`config.mk`:
```
export PLATFORM = sky130hd
export DESIGN_NAME = pmr_ctrl
export DESIGN_NICKNAME = d
export VERILOG_FILES = /design/src/rtl/pmr_pkg.sv /design/src/rtl/pmr_ctrl.sv
export SDC_FILE = /design/constraint.sdc
export NUM_CORES = 1
export LEC_CHECK = 0
export BUFFER_PORTS_ARGS = -buffer_cell sky130_fd_sc_hd__buf_2
export CAP_MARGIN = 0
export CORE_AREA = 8 8 45 47
export CTS_CLUSTER_DIAMETER = 120
export CTS_CLUSTER_SIZE = 25
export DETAILED_ROUTE_END_ITERATION = 10
export DIE_AREA = 0 0 53 55
export PLACE_DENSITY = 0.48
export RECOVER_POWER = 50
export SYNTH_ARGS = -nofsm -noshare
export SYNTH_HDL_FRONTEND = slang
export SYNTH_SLANG_ARGS = --single-unit
```
`constraint.sdc`:
```
create_clock -name clk -period 2.56 [get_ports clk]
set_input_delay 0.256 -clock clk [delete_from_list [all_inputs] [get_ports clk]]
set_output_delay 0.256 -clock clk [all_outputs]
set_load 0.02 [all_outputs]
```
`src/rtl/pmr_pkg.sv`:
```
package pmr_pkg;

	// Sizing
	localparam int NUM_QUEUES = 8;
	localparam int RING_DEPTH = 32;
	localparam int MEM_DEPTH  = NUM_QUEUES * RING_DEPTH;
	localparam int QID_W      = (NUM_QUEUES > 1) ? $clog2(NUM_QUEUES) : 1;
	localparam int PTR_W      = $clog2(RING_DEPTH);
	localparam int ADDR_W     = (MEM_DEPTH > 1) ? $clog2(MEM_DEPTH) : 1;

	// Request codes
	localparam logic REQ_SEND = 1'b0;
	localparam logic REQ_RECV = 1'b1;

	// Status codes
	localparam logic [1:0] ST_OK    = 2'd0;
	localparam logic [1:0] ST_RANGE = 2'd1;
	localparam logic [1:0] ST_FULL  = 2'd2;
	localparam logic [1:0] ST_EMPTY = 2'd3;

	typedef struct packed {
		logic        req_type;
		logic [15:0] queue_id;
		logic [15:0] msg_type;
		logic [31:0] msg_data;
	} req_t;

	typedef struct packed {
		logic [1:0]  status;
		logic        msg_valid;
		logic [2:0]  out_sender;
		logic [15:0] out_type;
		logic [31:0] out_data;
	} rsp_t;

	// One ring slot
	typedef struct packed {
		logic [2:0]  sender;
		logic [15:0] mtype;
		logic [31:0] data;
	} entry_t;

	// Controller -> datapath
	typedef struct packed {
		logic capture;
		logic look;
		logic take_read;
		logic load_out;
	} cmd_t;

	// Datapath -> controller
	typedef struct packed {
		logic read_ok;
		logic out_free;
	} stat_t;

	function automatic logic [PTR_W-1:0] ring_next(input logic [PTR_W-1:0] p);
		logic [PTR_W-1:0] r;
		if (p == PTR_W'(RING_DEPTH - 1)) begin
			r = '0;
		end else begin
			r = p + PTR_W'(1);
		end
		return r;
	endfunction

endpackage

```
`src/rtl/pmr_ctrl.sv`:
```
module pmr_ctrl (
	input  logic          clk,
	input  logic          arst_n,
	input  logic          req_valid,
	output logic          req_stall,
	input  pmr_pkg::stat_t stat,
	output pmr_pkg::cmd_t  cmd
);
	import pmr_pkg::*;

	typedef enum logic [3:0] {
		S_IDLE = 4'b0001,
		S_LOOK = 4'b0010,
		S_READ = 4'b0100,
		S_DONE = 4'b1000
	} state_t;

	state_t state_q, state_d;

	always_ff @(posedge clk or negedge arst_n) begin
		if (!arst_n) begin
			state_q <= S_IDLE;
		end else begin
			state_q <= state_d;
		end
	end

	always_comb begin
		state_d = state_q;
		case (state_q)
			S_IDLE: begin
				if (req_valid) state_d = S_LOOK;
			end
			S_LOOK: begin
				state_d = stat.read_ok ? S_READ : S_DONE;
			end
			S_READ: begin
				state_d = S_DONE;
			end
			S_DONE: begin
				if (stat.out_free) state_d = S_IDLE;
			end
			default: begin
				state_d = S_IDLE;
			end
		endcase
	end

	assign req_stall     = (state_q != S_IDLE);
	assign cmd.capture   = (state_q == S_IDLE) && req_valid;
	assign cmd.look      = (state_q == S_LOOK);
	assign cmd.take_read = (state_q == S_READ);
	assign cmd.load_out  = (state_q == S_DONE) && stat.out_free;

endmodule

```
==> impl_metrics.env <==
export IMPL_crit_arrival_ns=1.40
export IMPL_slew_viol_final=0
export IMPL_initial_core_util_pct=16.0
export IMPL_ys_warn_count=0
export IMPL_syn_area_um2=221
export IMPL_wirelength_met1_um=323
export IMPL_hold_class="in -> reg"
export IMPL_cts_tree="done"
export IMPL_drcViolationCount=0
export IMPL_final_util_pct=22.8
export IMPL_fin_skew_ns=0.00156
export IMPL_die_h_um=55
export IMPL_clockBufferDepth=2
export IMPL_crit_path_start_kind="register"
export IMPL_cellLeakagePower_nw=0.140
export IMPL_ir_drop_mv=0.276
export IMPL_layout_drive_gt1_share_pct=33.3
export IMPL_r2r_setup_slack_ns=1.41
export IMPL_cp_num_buf_inv=1
export IMPL_die_w_um=53
export IMPL_vias=218
export IMPL_ys_ff_latch=4
export IMPL_cts_buffers=3
export IMPL_end_kind="output pin"
export IMPL_final_cell_count_no_fill=52
export IMPL_routed_wirelength_um=616
export IMPL_grt_max_degree=10
export IMPL_relSlewSlack_pct=67.2
export IMPL_crit_slowest_cell="dfrtp_1"
export IMPL_dr_pass1_iters=4
export IMPL_dpl_worst_slack_ns=1.26
export IMPL_grt_pass1_wl_um=993
export IMPL_reg2reg_from="state_q[1]$_DFFE_PN0P_"
export IMPL_final_fill_count=156
export IMPL_area_growth_pct=42.4
export IMPL_nets=42
export IMPL_io_pins=10
export IMPL_path_class="reg -> out"
export IMPL_fin_setup_tns_ns=0
export IMPL_grt_total_usage_pct=4.93
export IMPL_synthTopCellsByArea="dfrtp_1, dfstp_2, and4b_1, nand3b_1, nor4b_2"
export IMPL_synth_fp_nets=27
export IMPL_via_per_inst=4.19
export IMPL_grt_pass1_vias=222
export IMPL_netlist_instances=22
export IMPL_htreeDepth=1
export IMPL_synthDominantCellAreaShare_pct=33.9
export IMPL_clk_pin_slew_ns=0.04
export IMPL_cts_resized_gates=0
export IMPL_setup_ws_ns=0.908
export IMPL_r2r_cells=2
export IMPL_multi_input_area_um2=114
export IMPL_wl_met3_um=77
export IMPL_cts_sinks=4
export IMPL_crit_fanout=9
export IMPL_cts_setup_buffers=0
export IMPL_dp_cells=47
export IMPL_top_register="state_q"
export IMPL_crit_chain="nor4b_1 > buf_2"
export IMPL_synth_top_area_cell="dfrtp_1"
export IMPL_largest_reg_flops=4
export IMPL_register_area_um2=101
export IMPL_grt_overflow_total=0
export IMPL_post_route_min_period_ns=1.65
export IMPL_syn_area_per_cell_um2=10.1
export IMPL_worst_slew_pin_slew_ns=0.485
export IMPL_slowest_delay_ns=0.45
export IMPL_crit_cells=2
export IMPL_top_layer_used="met3"
export IMPL_hold_viol=0
export IMPL_gp_congestion=0.751
export IMPL_whs_ns=0.252
export IMPL_r2r_end="state_q[2]$_DFFE_PN0P_"
export IMPL_dieArea_mm2=0.00292
export IMPL_cp_top_family="flip-flops"
export IMPL_rsz0062_at_grt="no"
export IMPL_wl_per_cell_um=11.8
export IMPL_fmax_mhz=605
export IMPL_ys_types=15
export IMPL_antenna_found_initial=0
export IMPL_critPathRequiredTime_ns=2.30
export IMPL_cts_root_buf="clkbuf_4"
export IMPL_insertion_delay_ns=0.25
export IMPL_portBuffers=9
export IMPL_setup_viol=0
export IMPL_ant_nets=0
export IMPL_synth_seq_area_share_pct=45.8
export IMPL_core_mm2=0.00138
export IMPL_power_per_cell_area_mw_per_mm2=1020
export IMPL_cts_hold_buf=1
export IMPL_diodes=0
export IMPL_period_share_pct=64.5
export IMPL_cap_violations=0
export IMPL_reg_largest_list="state_q (4)"
export IMPL_row_count=14
export IMPL_drt_iter0_markers=5
export IMPL_worstSetupEndpoint="cmd[2]"
export IMPL_wl_met2_um=216
export IMPL_status="finished, final reports clean"
export IMPL_startpoint="state_q[1]$_DFFE_PN0P_"
## worst min-delay path by stage
stage	slack (ns)	depth (start not counted)	start	endpoint
after floorplan	-0.04	0	arst_n	state_q[1]$_DFFE_PN0P_
after global placement	0.07	1	arst_n	state_q[2]$_DFFE_PN0P_
after detailed placement	0.06	1	arst_n	state_q[2]$_DFFE_PN0P_
after CTS	0.25	2	stat[1]	state_q[2]$_DFFE_PN0P_
after global routing	0.24	2	stat[1]	state_q[2]$_DFFE_PN0P_
final	0.25	2	stat[1]	state_q[2]$_DFFE_PN0P_
## where the power goes
group	internal [W]	leakage (nW)	switching (W)
Clock	0.0000590	0.0150	0.0000334
Sequential	0.0000864	0.0511	0.0000288
Combinational	0.0000481	0.0742	0.0000649
## cells in the mapped netlist
library cell,number
a31oi_1,1
nor3_1,1
or3_1,1
o21ai_0,1
nand3b_1,2
and4b_1,2
and2_1,1
a211oi_1,1
dfstp_2,1
nor4b_2,1
nand2_1,1
nor2_1,3
nand2b_1,2
dfrtp_1,3
or2_1,1
## per-stage QoR
step	cell area, µm²	power, W
6_report	315	0.000321
5_1_grt	315	0.000347
4_1_cts	323	0.000327
3_5_place_dp	287	0.000230
3_3_place_gp	287	0.000233
2_1_floorplan	221	0.000190
## layer usage
metal	global-route usage [%]	vias up
met5	0	-
met3	5.61	0
met1	6.12	97
met4	1.29	0
met2	5.08	10
li1	-	111
## final cells by class
type | instances | area share, %
tap | 16 | 6.35
sequential | 4 | 32.1
multi-input combinational | 18 | 36.1
clock buffer | 4 | 8.33
timing repair buffer | 10 | 17.1
## logic make-up after synthesis
logic type       count (synthesis)  share of synthesized area [%]
AND/OR/NAND/NOR                 15                           45.8
flip-flops                       4                           45.8
AO/OA/AOI/OAI                    3                           8.48
## cell usage in the layout (no fill, tap or decap), drive strengths merged
master / n
dfrtp: 3
nand2: 1
or3: 1
and4b: 2
and2: 1
dlygate4sd3: 1
nor2: 3
a31oi: 1
o21ai: 1
a211oi: 1
clkbuf: 5
nand3b: 2
nor3: 1
nand2b: 2
or2: 1
nor4b: 1
dfstp: 1
buf: 8
Power figures use the tool's default switching activity.
